File: config.mk
export PLATFORM = sky130hd
export DESIGN_NAME = premultiplied_alpha_color_codec_unit
export DESIGN_NICKNAME = d
export VERILOG_FILES = /design/src/design/pac_pkg.sv /design/src/design/pac_luma.sv /design/src/design/pac_lane.sv /design/src/design/premultiplied_alpha_color_codec_unit.sv
export SDC_FILE = /design/constraint.sdc
export NUM_CORES = 2
export LEC_CHECK = 0
export ABC_AREA = 1
export BUFFER_PORTS_ARGS = -buffer_cell sky130_fd_sc_hd__buf_2
export CORE_MARGIN = 8
export CORE_UTILIZATION = 45
export CTS_CLUSTER_DIAMETER = 40
export DETAILED_ROUTE_END_ITERATION = 6
export PLACE_DENSITY = 0.65
export SLEW_MARGIN = 40
export SYNTH_ARGS = -nofsm -noshare
export SYNTH_HDL_FRONTEND = slang
export SYNTH_SLANG_ARGS = --single-unit
File: constraint.sdc
create_clock -name i_clk -period 44.7 [get_ports i_clk]
set_input_delay 4.47 -clock i_clk [delete_from_list [all_inputs] [get_ports i_clk]]
set_output_delay 4.47 -clock i_clk [all_outputs]
set_load 0.02 [all_outputs]
File: src/design/pac_pkg.sv
// Shared types, constants and the divider step for the premultiplied alpha codec.
`default_nettype none

package pac_pkg;

    // Field widths
    localparam int COLOR_W = 16;
    localparam int BYTE_W  = 8;
    localparam int WORD_W  = 32;

    // Stream payload widths
    localparam int S_DATA_W = 4 * COLOR_W + WORD_W;
    localparam int M_DATA_W = WORD_W + 4 * COLOR_W;

    // Lane and pipeline shape
    localparam int LANES       = 3;
    localparam int DIV_STEPS   = 4;
    localparam int DIV_STAGES  = COLOR_W / DIV_STEPS;
    localparam int LANE_STAGES = 2 + DIV_STAGES;
    localparam int PIPE_STAGES = LANE_STAGES + 1;

    // Luminance weights and reciprocal of 100 (exact for sums below 2**23)
    localparam int SUM_W     = 23;
    localparam int RECIP_W   = 24;
    localparam int PROD_W    = SUM_W + RECIP_W;
    localparam logic [SUM_W-1:0]   LUM_W_R   = 23'd30;
    localparam logic [SUM_W-1:0]   LUM_W_G   = 23'd59;
    localparam logic [SUM_W-1:0]   LUM_W_B   = 23'd11;
    localparam logic [SUM_W-1:0]   LUM_BIAS  = 23'd50;
    localparam logic [RECIP_W-1:0] LUM_RECIP = 24'd10737419;
    localparam int                 LUM_SHIFT = 30;

    // Premultiply rounding and full scale
    localparam int PMUL_W = 24;
    localparam logic [PMUL_W-1:0]  PREMUL_BIAS = 24'd32767;
    localparam logic [COLOR_W:0]   FULL_SCALE  = 17'd65535;
    localparam logic [BYTE_W-1:0]  OPAQUE      = 8'hff;
    localparam logic [COLOR_W-1:0] SAT_VALUE   = 16'hffff;

    typedef enum logic {
        FUNC_ENCODE = 1'b0,
        FUNC_DECODE = 1'b1
    } t_func;

    // Lane operand set
    typedef struct packed {
        logic [COLOR_W-1:0] color;
        logic [BYTE_W-1:0]  dbyte;
        logic [BYTE_W-1:0]  alpha;
        logic               use_lum;
    } t_lane_in;

    // Lane results
    typedef struct packed {
        logic [BYTE_W-1:0]  enc;
        logic [COLOR_W-1:0] dec;
    } t_lane_out;

    // Restoring divider state: partial remainder and dividend/quotient shifter
    typedef struct packed {
        logic [BYTE_W-1:0]  rem;
        logic [COLOR_W-1:0] qd;
    } t_div;

    // Decode special cases
    typedef struct packed {
        logic opq;
        logic zero;
        logic sat;
    } t_dflag;

    // Per-stage control carried beside the lanes
    typedef struct packed {
        t_func             func;
        logic              gray;
        logic [BYTE_W-1:0] alpha;
    } t_ctl;

    // One quotient bit of the restoring division
    function automatic t_div div_step(t_div d, logic [BYTE_W-1:0] dvs);
        logic [BYTE_W:0] t;
        t_div            q;
        t    = {d.rem, d.qd[COLOR_W-1]};
        q.qd = {d.qd[COLOR_W-2:0], 1'b0};
        if (t >= {1'b0, dvs}) begin
            q.rem   = BYTE_W'(t - {1'b0, dvs});
            q.qd[0] = 1'b1;
        end else begin
            q.rem = t[BYTE_W-1:0];
        end
        return q;
    endfunction

endpackage

`default_nettype wire

File: src/design/pac_luma.sv
// Luminance unit: weighted sum, then division by 100 through a reciprocal multiply.
`default_nettype none

module pac_luma (
    input  wire logic                         i_clk,
    input  wire logic [1:0]                   i_en,
    input  wire logic [pac_pkg::COLOR_W-1:0]  i_red,
    input  wire logic [pac_pkg::COLOR_W-1:0]  i_green,
    input  wire logic [pac_pkg::COLOR_W-1:0]  i_blue,
    output logic      [pac_pkg::COLOR_W-1:0]  o_lum
);
    import pac_pkg::*;

    logic [SUM_W-1:0]   r_sum;
    logic [SUM_W-1:0]   n_sum;
    logic [PROD_W-1:0]  n_prod;
    logic [COLOR_W-1:0] r_lum;

    // Weighted sum with rounding bias
    assign n_sum = SUM_W'(i_red) * LUM_W_R + SUM_W'(i_green) * LUM_W_G
                 + SUM_W'(i_blue) * LUM_W_B + LUM_BIAS;

    // Divide by 100
    assign n_prod = PROD_W'(r_sum) * PROD_W'(LUM_RECIP);

    always_ff @(posedge i_clk) begin
        if (i_en[0]) begin
            r_sum <= n_sum;
        end
        if (i_en[1]) begin
            r_lum <= n_prod[LUM_SHIFT +: COLOR_W];
        end
    end

    assign o_lum = r_lum;

endmodule

`default_nettype wire

File: src/design/pac_lane.sv
// One color lane: premultiply for encode, pipelined division by alpha for decode.
`default_nettype none

module pac_lane (
    input  wire logic                            i_clk,
    input  wire logic [pac_pkg::LANE_STAGES-1:0] i_en,
    input  wire pac_pkg::t_lane_in               i_data,
    input  wire logic [pac_pkg::COLOR_W-1:0]     i_lum,
    output pac_pkg::t_lane_out                   o_data
);
    import pac_pkg::*;

    // Input stage
    logic [COLOR_W-1:0] r0_color;
    logic [BYTE_W-1:0]  r0_dbyte;
    logic [BYTE_W-1:0]  r0_alpha;
    logic               r0_use_lum;

    // Encode path
    logic [COLOR_W-1:0] r1_color;
    logic               r1_use_lum;
    logic [COLOR_W-1:0] c_sel;
    logic [PMUL_W-1:0]  n2_prod;
    logic [PMUL_W-1:0]  r2_prod;
    logic [BYTE_W-1:0]  r2_hi;
    logic               r2_opq;
    logic [BYTE_W-1:0]  q0;
    logic [COLOR_W:0]   rem65535;
    logic [BYTE_W-1:0]  n3_enc;
    logic [BYTE_W-1:0]  r_enc [DIV_STAGES-1];

    // Decode path, index 0 is the prep stage
    logic [PMUL_W-1:0]  n1_num;
    t_div               n1_div;
    t_dflag             n1_flg;
    t_div               r_div [DIV_STAGES+1];
    t_dflag             r_flg [DIV_STAGES+1];
    logic [BYTE_W-1:0]  r_a   [DIV_STAGES+1];
    logic [BYTE_W-1:0]  r_b   [DIV_STAGES+1];
    t_div               n_div [1:DIV_STAGES];

    // Capture operands
    always_ff @(posedge i_clk) begin
        if (i_en[0]) begin
            r0_color   <= i_data.color;
            r0_dbyte   <= i_data.dbyte;
            r0_alpha   <= i_data.alpha;
            r0_use_lum <= i_data.use_lum;
        end
    end

    // Build dividend b*65535 + a/2 and sort out the special cases
    assign n1_num     = {r0_dbyte, 16'b0} - PMUL_W'(r0_dbyte) + PMUL_W'(r0_alpha >> 1);
    assign n1_div.rem = n1_num[PMUL_W-1 -: BYTE_W];
    assign n1_div.qd  = n1_num[COLOR_W-1:0];
    assign n1_flg.opq  = (r0_alpha == OPAQUE);
    assign n1_flg.zero = (r0_alpha == '0);
    assign n1_flg.sat  = (n1_num[PMUL_W-1 -: BYTE_W] >= r0_alpha);

    // Premultiply product with rounding bias
    assign c_sel   = r1_use_lum ? i_lum : r1_color;
    assign n2_prod = PMUL_W'(c_sel) * PMUL_W'(r_a[0]) + PREMUL_BIAS;

    // Divide by 65535: estimate from the high part, one correction
    assign q0       = r2_prod[PMUL_W-1 -: BYTE_W];
    assign rem65535 = (COLOR_W+1)'(r2_prod[COLOR_W-1:0]) + (COLOR_W+1)'(q0);
    assign n3_enc   = r2_opq ? r2_hi
                    : ((rem65535 >= FULL_SCALE) ? BYTE_W'(q0 + 8'd1) : q0);

    always_ff @(posedge i_clk) begin
        if (i_en[1]) begin
            r1_color   <= r0_color;
            r1_use_lum <= r0_use_lum;
        end
        if (i_en[2]) begin
            r2_prod <= n2_prod;
            r2_hi   <= c_sel[COLOR_W-1 -: BYTE_W];
            r2_opq  <= r_flg[0].opq;
        end
        if (i_en[3]) begin
            r_enc[0] <= n3_enc;
        end
        for (int k = 1; k < DIV_STAGES - 1; k++) begin
            if (i_en[3+k]) begin
                r_enc[k] <= r_enc[k-1];
            end
        end
    end

    // Division steps, a fixed group per stage
    always_comb begin
        for (int j = 1; j <= DIV_STAGES; j++) begin
            n_div[j] = r_div[j-1];
            for (int s = 0; s < DIV_STEPS; s++) begin
                n_div[j] = div_step(n_div[j], r_a[j-1]);
            end
        end
    end

    // Advance the division pipeline
    always_ff @(posedge i_clk) begin
        if (i_en[1]) begin
            r_div[0] <= n1_div;
            r_flg[0] <= n1_flg;
            r_a[0]   <= r0_alpha;
            r_b[0]   <= r0_dbyte;
        end
        for (int j = 1; j <= DIV_STAGES; j++) begin
            if (i_en[1+j]) begin
                r_div[j] <= n_div[j];
                r_flg[j] <= r_flg[j-1];
                r_a[j]   <= r_a[j-1];
                r_b[j]   <= r_b[j-1];
            end
        end
    end

    // Pick the decoded value
    always_comb begin
        o_data.enc = r_enc[DIV_STAGES-2];
        if (r_flg[DIV_STAGES].opq) begin
            o_data.dec = {r_b[DIV_STAGES], r_b[DIV_STAGES]};
        end else if (r_flg[DIV_STAGES].zero) begin
            o_data.dec = '0;
        end else if (r_flg[DIV_STAGES].sat) begin
            o_data.dec = SAT_VALUE;
        end else begin
            o_data.dec = r_div[DIV_STAGES].qd;
        end
    end

endmodule

`default_nettype wire

File: src/design/premultiplied_alpha_color_codec_unit.sv
// Top level of the premultiplied alpha codec: lanes, luminance unit, merge and handshake.
//
//  Channel        | Direction | Transaction
//  ---------------+-----------+----------------------------------------------------
//  s_axis_*       | in        | tuser func; tdata red, green, blue, alpha, word
//  m_axis_*       | out       | tdata word, red, green, blue, alpha
//  i_cfg_*        | in        | write of gray_mode, taken on any edge with i_cfg_we
//
// One transaction per cycle is accepted while s_axis_tready is high. The accepting
// edge loads the first of seven register stages: six lane stages (four of them the
// 16-step alpha divider), then the output register, which drives m_axis_tvalid.
// Reset clears the stage valid bits and gray_mode; payload registers are not reset.
// Each stage loads when it is empty or its content moves on, so bubbles close up while
// m_axis_tready is low and s_axis_tready drops only when every stage is full.
`default_nettype none

module premultiplied_alpha_color_codec_unit (
    input  wire logic                          i_clk,
    input  wire logic                          i_rst_n,
    // configuration
    input  wire logic                          i_cfg_we,
    input  wire logic                          i_cfg_wdata,
    // input stream
    input  wire logic                          s_axis_tvalid,
    output logic                               s_axis_tready,
    // [15:0] red_in, [31:16] green_in, [47:32] blue_in, [63:48] alpha_in, [95:64] word_in
    input  wire logic [pac_pkg::S_DATA_W-1:0]  s_axis_tdata,
    // [0] func
    input  wire logic                          s_axis_tuser,
    // output stream
    output logic                               m_axis_tvalid,
    input  wire logic                          m_axis_tready,
    // [31:0] word_out, [47:32] red_out, [63:48] green_out, [79:64] blue_out,
    // [95:80] alpha_out
    output logic      [pac_pkg::M_DATA_W-1:0]  m_axis_tdata
);
    import pac_pkg::*;

    logic                r_gray_mode;
    logic [PIPE_STAGES-1:0] r_vld;
    logic [PIPE_STAGES:0]   en;
    t_ctl                r_ctl [LANE_STAGES];
    t_ctl                n_ctl;

    logic [COLOR_W-1:0]  in_red;
    logic [COLOR_W-1:0]  in_green;
    logic [COLOR_W-1:0]  in_blue;
    logic [COLOR_W-1:0]  in_alpha;
    logic [WORD_W-1:0]   in_word;
    logic [COLOR_W-1:0]  lum;

    t_lane_in            lane_in  [LANES];
    t_lane_out           lane_out [LANES];

    logic [WORD_W-1:0]   r_word;
    logic [COLOR_W-1:0]  r_red;
    logic [COLOR_W-1:0]  r_green;
    logic [COLOR_W-1:0]  r_blue;
    logic [COLOR_W-1:0]  r_alpha;

    // Unpack the input transaction
    assign in_red   = s_axis_tdata[0*COLOR_W +: COLOR_W];
    assign in_green = s_axis_tdata[1*COLOR_W +: COLOR_W];
    assign in_blue  = s_axis_tdata[2*COLOR_W +: COLOR_W];
    assign in_alpha = s_axis_tdata[3*COLOR_W +: COLOR_W];
    assign in_word  = s_axis_tdata[4*COLOR_W +: WORD_W];

    assign n_ctl.func  = t_func'(s_axis_tuser);
    assign n_ctl.gray  = r_gray_mode;
    assign n_ctl.alpha = (t_func'(s_axis_tuser) == FUNC_DECODE)
                       ? in_word[BYTE_W-1:0] : in_alpha[COLOR_W-1 -: BYTE_W];

    // Hold the gray mode register
    always_ff @(posedge i_clk) begin
        if (!i_rst_n) begin
            r_gray_mode <= 1'b0;
        end else if (i_cfg_we) begin
            r_gray_mode <= i_cfg_wdata;
        end
    end

    // Stage enables: load when empty or when the content moves on
    always_comb begin
        en[PIPE_STAGES] = m_axis_tready;
        for (int k = PIPE_STAGES - 1; k >= 0; k--) begin
            en[k] = !r_vld[k] || en[k+1];
        end
    end

    assign s_axis_tready = en[0];
    assign m_axis_tvalid = r_vld[PIPE_STAGES-1];

    // Advance valid bits
    always_ff @(posedge i_clk) begin
        if (!i_rst_n) begin
            r_vld <= '0;
        end else begin
            if (en[0]) begin
                r_vld[0] <= s_axis_tvalid;
            end
            for (int k = 1; k < PIPE_STAGES; k++) begin
                if (en[k]) begin
                    r_vld[k] <= r_vld[k-1];
                end
            end
        end
    end

    // Carry per-transaction control beside the lanes
    always_ff @(posedge i_clk) begin
        if (en[0]) begin
            r_ctl[0] <= n_ctl;
        end
        for (int k = 1; k < LANE_STAGES; k++) begin
            if (en[k]) begin
                r_ctl[k] <= r_ctl[k-1];
            end
        end
    end

    // Lane operands
    always_comb begin
        lane_in[0].color   = in_red;
        lane_in[0].dbyte   = r_gray_mode ? in_word[15:8] : in_word[31:24];
        lane_in[0].alpha   = n_ctl.alpha;
        lane_in[0].use_lum = r_gray_mode;
        lane_in[1].color   = in_green;
        lane_in[1].dbyte   = in_word[23:16];
        lane_in[1].alpha   = n_ctl.alpha;
        lane_in[1].use_lum = 1'b0;
        lane_in[2].color   = in_blue;
        lane_in[2].dbyte   = in_word[15:8];
        lane_in[2].alpha   = n_ctl.alpha;
        lane_in[2].use_lum = 1'b0;
    end

    pac_luma u_luma (
        .i_clk   (i_clk),
        .i_en    (en[1:0]),
        .i_red   (in_red),
        .i_green (in_green),
        .i_blue  (in_blue),
        .o_lum   (lum)
    );

    for (genvar l = 0; l < LANES; l++) begin : g_lane
        pac_lane u_lane (
            .i_clk  (i_clk),
            .i_en   (en[LANE_STAGES-1:0]),
            .i_data (lane_in[l]),
            .i_lum  (lum),
            .o_data (lane_out[l])
        );
    end

    // Merge lane results into the output transaction
    always_ff @(posedge i_clk) begin
        if (en[PIPE_STAGES-1]) begin
            if (r_ctl[LANE_STAGES-1].func == FUNC_DECODE) begin
                r_word  <= '0;
                r_red   <= lane_out[0].dec;
                r_green <= r_ctl[LANE_STAGES-1].gray ? lane_out[0].dec : lane_out[1].dec;
                r_blue  <= r_ctl[LANE_STAGES-1].gray ? lane_out[0].dec : lane_out[2].dec;
                r_alpha <= {r_ctl[LANE_STAGES-1].alpha, r_ctl[LANE_STAGES-1].alpha};
            end else begin
                if (r_ctl[LANE_STAGES-1].gray) begin
                    r_word <= {16'b0, lane_out[0].enc, r_ctl[LANE_STAGES-1].alpha};
                end else begin
                    r_word <= {lane_out[0].enc, lane_out[1].enc, lane_out[2].enc,
                               r_ctl[LANE_STAGES-1].alpha};
                end
                r_red   <= '0;
                r_green <= '0;
                r_blue  <= '0;
                r_alpha <= '0;
            end
        end
    end

    assign m_axis_tdata = {r_alpha, r_blue, r_green, r_red, r_word};

endmodule

`default_nettype wire
## Word level (Yosys, flattened, before mapping)

Memory sizes are Yosys's and may differ from the RTL's. A register that Yosys moved wholly into a read port is not among the register bits.
Index checks and enable logic that the tools add are counted.

| storage, ports and cells | value |
|---|---|
| register bits after elaboration | 372 |
| word-level logic and storage cells | 326 |
| bits in writable memories | 777 |
| input bits | 103 |
| memories | 16 |
| output and inout port bits | 98 |

| operators by class | value |
|---|---|
| add/subtract/negate cells | 66 |
| muxes and demuxes | 129 |
| reduce and logical (&&, ||, !) cells | 16 |
| multiply operators | 7 |
| order comparisons | 54 |
| equality and inequality tests | 1 |

Memories:

| name | depth | bits a word | read ports | clocked after memory_dff | wr ports | RTL line | source |
|---|---|---|---|---|---|---|---|
| g_lane[0].u_lane.r_div | 5 | 24 | 5 | 0 | 5 | pac_lane.sv:36 | `t_div r_div [DIV_STAGES+1];` |
| g_lane[1].u_lane.r_div | 5 | 24 | 5 | 0 | 5 | pac_lane.sv:36 |  |
| g_lane[2].u_lane.r_div | 5 | 24 | 5 | 0 | 5 | pac_lane.sv:36 |  |
| r_ctl | 6 | 10 | 6 | 0 | 6 | premultiplied_alpha_color_codec_unit.sv:42 | `t_ctl r_ctl [LANE_STAGES];` |
| g_lane[0].u_lane.r_a | 5 | 8 | 4 | 0 | 5 | pac_lane.sv:38 | `logic [BYTE_W-1:0] r_a [DIV_STAGES+1];` |
| g_lane[0].u_lane.r_b | 5 | 8 | 5 | 0 | 5 | pac_lane.sv:39 | `logic [BYTE_W-1:0] r_b [DIV_STAGES+1];` |
| +10 memories | n/a | n/a | n/a | n/a | n/a | n/a |  |

Operators by type and width:

| cell | number |
|---|---|
| $mux 8 | 56 |
| $ge 9x8->1 | 48 |
| $sub 8x8->8 | 48 |
| $mux 16 | 13 |
| $add 24x15->24 const B | 3 |
| $add 24x7->24 | 3 |
| $mul 16x8->24 | 3 |
| $sub 24x8->24 | 3 |
| $mux 1 | 60 |
| $add 16x8->17 | 3 |
| $ge 17x16->1 const B | 3 |
| $mul 23x24->46 const B | 1 |
| $mul 16x4->20 const B | 2 |
| $add 8x1->8 const B | 3 |
| $ge 8x8->1 | 3 |
| $add 21x22->23 | 1 |
| $add 23x20->23 | 1 |
| $add 23x6->23 const B | 1 |
| $mul 16x6->22 const B | 1 |
| $eq 8x8->1 const B | 1 |
| $logic_not 8->1 | 1 |
| $logic_not 1->1 | 7 |
| $logic_or 1x1->1 | 7 |
| $reduce_or 2->1 | 1 |

## Longest topological paths before layout

| depth | value |
|---|---|
| depth in word-level cells | 10 |
| depth in mapped cells | 50 |
| depth with buffers taken out | 45 |

## By module

A second synthesis with hierarchy kept.

| unflattened totals | value |
|---|---|
| cell total of the unflattened synthesis | 9976 |
| area, all modules | 92152.1 µm² |

Modules (own cells, without submodules):

| module | area each (µm²) | sequential area each (µm²) | times used | cells each |
|---|---|---|---|---|
| pac_lane (g_lane[2].u_lane) | 22980.8 | 9128.8 | 1 | 2489 |
| pac_lane (g_lane[1].u_lane) | 22670.5 | 9128.8 | 1 | 2467 |
| pac_lane (g_lane[0].u_lane) | 22457.8 | 9128.8 | 1 | 2415 |
| pac_luma | 18157.4 | 1171.1 | 1 | 2183 |
| premultiplied_alpha_color_codec_unit | 5885.6 | 4604.4 | 1 | 422 |

## Least setup slack after synthesis

Ideal clock, no wire load.

| path | value |
|---|---|
| path type | input -> output |
| from | input m_axis_tready |
| to | output s_axis_tready |
| arrival | 21248 ps |
| required time | 40230 ps |
| path slack | 18982 ps |
| buffers on the path | 0 |
| stages on the path | 12 |
| cell sequence | nor2_1 -> inv_1 -> nor2_1 -> inv_1 -> nor2_1 -> inv_1 -> nor2_1 -> inv_1 -> nor2_1 -> inv_1 -> nor2_1 -> nand2_1 |

| between the ends | value |
|---|---|
| cells in the longest elaborated chain, start to end | 7 |

Ends and longest elaborated chain:

| item | RTL line | source |
|---|---|---|
| from (decl) | premultiplied_alpha_color_codec_unit.sv:32 | `input wire logic m_axis_tready,` |
| $logic_or 1x1->1 | premultiplied_alpha_color_codec_unit.sv:86 | `en[k] = !r_vld[k] \|\| en[k+1];` |
| named net en[6] | premultiplied_alpha_color_codec_unit.sv:41 | `logic [PIPE_STAGES:0] en;` |
| $logic_or 1x1->1 | premultiplied_alpha_color_codec_unit.sv:86 |  |
| named net en[5] | premultiplied_alpha_color_codec_unit.sv:41 |  |
| $logic_or 1x1->1 | premultiplied_alpha_color_codec_unit.sv:86 |  |
| named net en[4] | premultiplied_alpha_color_codec_unit.sv:41 |  |
| $logic_or 1x1->1 | premultiplied_alpha_color_codec_unit.sv:86 |  |
| named net en[3] | premultiplied_alpha_color_codec_unit.sv:41 |  |
| $logic_or 1x1->1 | premultiplied_alpha_color_codec_unit.sv:86 |  |
| named net en[2] | premultiplied_alpha_color_codec_unit.sv:41 |  |
| $logic_or 1x1->1 (2 in series) | premultiplied_alpha_color_codec_unit.sv:86 |  |
| to (decl) | premultiplied_alpha_color_codec_unit.sv:25 | `output logic s_axis_tready,` |

The timed path passes the listed nets, and every way through them passes these cells.

## Worst setup path in the final report

Same ends and word-level chain as after synthesis.

==> run summary <==
status - completed
DR WL/cell - 18.3 um
Ys Warns - 0
sequential area share after synthesis - 0.341
Slew @ Worst Pin - 0.887 ns
First-pass DRT Iterations - 6
DR vias/cell - 5.19
H-tree depth - 4
ys async rst share - 0
synthesis-stage register bit count - 961
setup violators final - 0
post-route setup TNS - 0 ns
GRT overflow - 0
initial antenna violation count - 17
fin cells - 11,900
met3 GRT Util - 0.0360
number of port buffers - 192
largest family of logic cells by synthesized area - adder cells
worst-case clock skew - 0.0713 ns
multiplexer area fraction after synthesis - 0.00214
Row Count - 159
hold buffers post-CTS - 0
Crit Path Category - in -> out
GP Congestion - 0.936
Global Route Usage Sum - 0.214
Die Footprint - 201,000 um2
syn nets - 10,800
Slew Limit Fails - 0
final hold viol count - 0
post-synthesis xor/xnor area fraction - 0.0404
Util after Layout - 0.500
CTS max path bufs - 3
Mapped Cells - 9,070
root buffer cell - clkbuf_16
detailed-route wire length - 218,000 um
CTS clk-pin slew, worst paths - 0.05 ns
critical path capture point type - primary output
io pins - 201
cell area after synthesis - 84,300 um2
post-layout min period - 12.88 ns
RSZ-0062 raised after global routing - no
GR Util met2 - 0.340
worst skew pair latency - 0.83 ns
Required @ worst endpoint - 40.23 ns
share of cells above drive strength 1 - 0.0780
Cells after DPL - 11,700
Die Wd - 449 um
vias in the first global route - 62,400
Syn Area/Cell - 9.29 um2
max_cap viols - 0
Max Fclk - 77.6 MHz
CTS sink count - 961
CTS tree - built
Slew HR - 0.405
Nets - 11,000
die height - 449 um
Place WS - 31.67 ns
Area Growth Syn to Fin - 10.9%
Post-DP HPWL - 173,000 um
largest net degree at the start of global routing - 105
grt met1 use - 0.305
CTS buffer count - 157
GRT Max-Usage Layer - met2
worst setup margin - 31.82 ns
Remaining DRCs - 0
critical-path maximum fanout - 98
Synth Area in Compound Gates - 0.0775
HP Class - reg -> reg
synthesized-area fraction occupied by and/or/nand/nor cells - 0.156
Setup Buffers After CTS - 0
EDFF count, synth - 953
first-pass GRT wire length - 346,000 um
prevailing post-synth register cell - edfxtp_1
Tcrit/Tclk final - 0.288
Worst setup SP type - input port
crit path DAT - 8.41 ns
count of cell types in the netlist - 66
PostCTS Resize Cnt - 0
initial core utilization - 0.451
initial drt markers - 4,857
Post-Synth Adder-Cell Area - 0.296
total number of vias - 62,000
Core Box Area - 187,000 um2
Post-DRT Antenna Nets - 0
## cells by family after synthesis
family / Yosys count
simple gates: 3065
buf+inv: 1874
fa+ha+maj: 1603
compound gates: 1162
flops: 961
xor+xnor: 389
mux: 16
## stage by stage
| stage | instance area [um2] | hold WS, ns |
|---|---|---|
| 4_1_cts | 93400 | 0.366 |
| 3_3_place_gp | 88000 | 0.402 |
| 6_report | 93400 | 0.377 |
| 3_5_place_dp | 88000 | 0.405 |
| 5_1_grt | 93400 | 0.401 |
| 2_1_floorplan | 84300 | 0.400 |
## layout by cell type, fill, tap and decap left out, types with 27 or more instances in the layout
cell and count:
inv_2 28, a21oi_1 489, nand2_2 39, o21ai_2 36, nand3_1 304, xor2_1 258
o21ai_0 366, buf_2 192, xnor2_1 131, fa_1 653, nand2_1 1911, buf_4 43
o21a_1 27, o21ai_1 58, o211ai_1 27, clkbuf_16 157, nand3b_1 45, nor3_1 53
nand4_1 113, ha_1 950, nor2_1 469, inv_1 1678, edfxtp_1 953
## worst max-delay path, cell delays in order
cell     delay, ns
buf_2         0.10
nor2_1        0.17
inv_4         0.17
nor2_1        0.22
inv_4         0.24
nor2_1        0.30
inv_6         0.16
nor2_1        0.26
inv_6         0.25
nor2_1        0.36
inv_8         0.27
nor2_1        0.57
nand2_4       0.47
buf_2         0.31
## sequential cells by signal, indices dropped and copies added, names as in the netlist, 23 cells and up
signal	count
g_lane.u_lane.r_enc	72
g_lane.u_lane.r1_color	48
r_word	32
g_lane.u_lane.r_b	120
g_lane.u_lane.r2_hi	24
g_lane.u_lane.r0_color	48
g_lane.u_lane.r_flg	25
g_lane.u_lane.r2_prod	72
u_luma.r_sum	23
r_ctl	39
g_lane.u_lane.r_div	333
g_lane.u_lane.r0_dbyte	24
## path summary, 6_finish.rpt
path	start	endpoint	slack, ns	depth (start not counted)
max	m_axis_tready	s_axis_tready	31.82	14
min	g_lane[2].u_lane.r_enc[0][0]	g_lane[2].u_lane.r_enc[0][8]	0.38	0
max reg2reg	r_ctl[1][4]	g_lane[1].u_lane.r_div[0][45]	36.16	37
min reg2reg	g_lane[2].u_lane.r_enc[0][0]	g_lane[2].u_lane.r_enc[0][8]	0.38	0
## final cells by class
type	instances	area, um2
diodes	3	7.51
multi-input cells	6235	48200
well taps	2495	3120
clock buffers	173	4030
flip-flops and latches	961	28800
fillers	17100	93600
inverters	1721	6500
repair buffers	243	1380
clock inverters	115	1390
## synth_stat cells (all sizes together) (4+ instances only)
| master | instances | area, um2 |
|---|---|---|
| a21boi | 20 | 150 |
| nand2 | 1967 | 7620 |
| ha | 950 | 11900 |
| a31oi | 26 | 163 |
| mux2 | 16 | 180 |
| edfxtp | 953 | 28600 |
| clkinv | 5 | 18.8 |
| nand3b | 45 | 338 |
| clkbuf | 87 | 354 |
| o31ai | 10 | 75.1 |
| nor2 | 490 | 1940 |
| nand3 | 328 | 1820 |
| xor2 | 258 | 2260 |
| o211ai | 27 | 203 |
| a21oi | 498 | 2530 |
| o21a | 27 | 203 |
| a211oi | 15 | 113 |
| o2111ai | 4 | 35.0 |
| buf | 66 | 458 |
| a221oi | 11 | 96.3 |
| a21o | 26 | 195 |
| inv | 1716 | 6450 |
| and2 | 10 | 63.8 |
| o311ai | 4 | 35.0 |
| dfxtp | 8 | 160 |
| or2 | 27 | 169 |
| o21bai | 15 | 120 |
| o21ai | 460 | 2440 |
| fa | 653 | 13100 |
| a41oi | 4 | 42.6 |
| xnor2 | 131 | 1150 |
| nor4 | 20 | 125 |
| o221ai | 9 | 78.8 |
| nor3 | 54 | 275 |
| nand4 | 116 | 744 |
## metal layers
layer  part of all wire  routed length [um]  vias up
met4              0.027                5860        0
met3              0.064               14100      314
met2               0.44               96700     1872
met1               0.47              102000    29700
li1                   -                   -    30100
met5                  0                   0        -
Power is not shown: default switching activity piles up to over one toggle a cycle in this logic, so the estimate is an artifact.
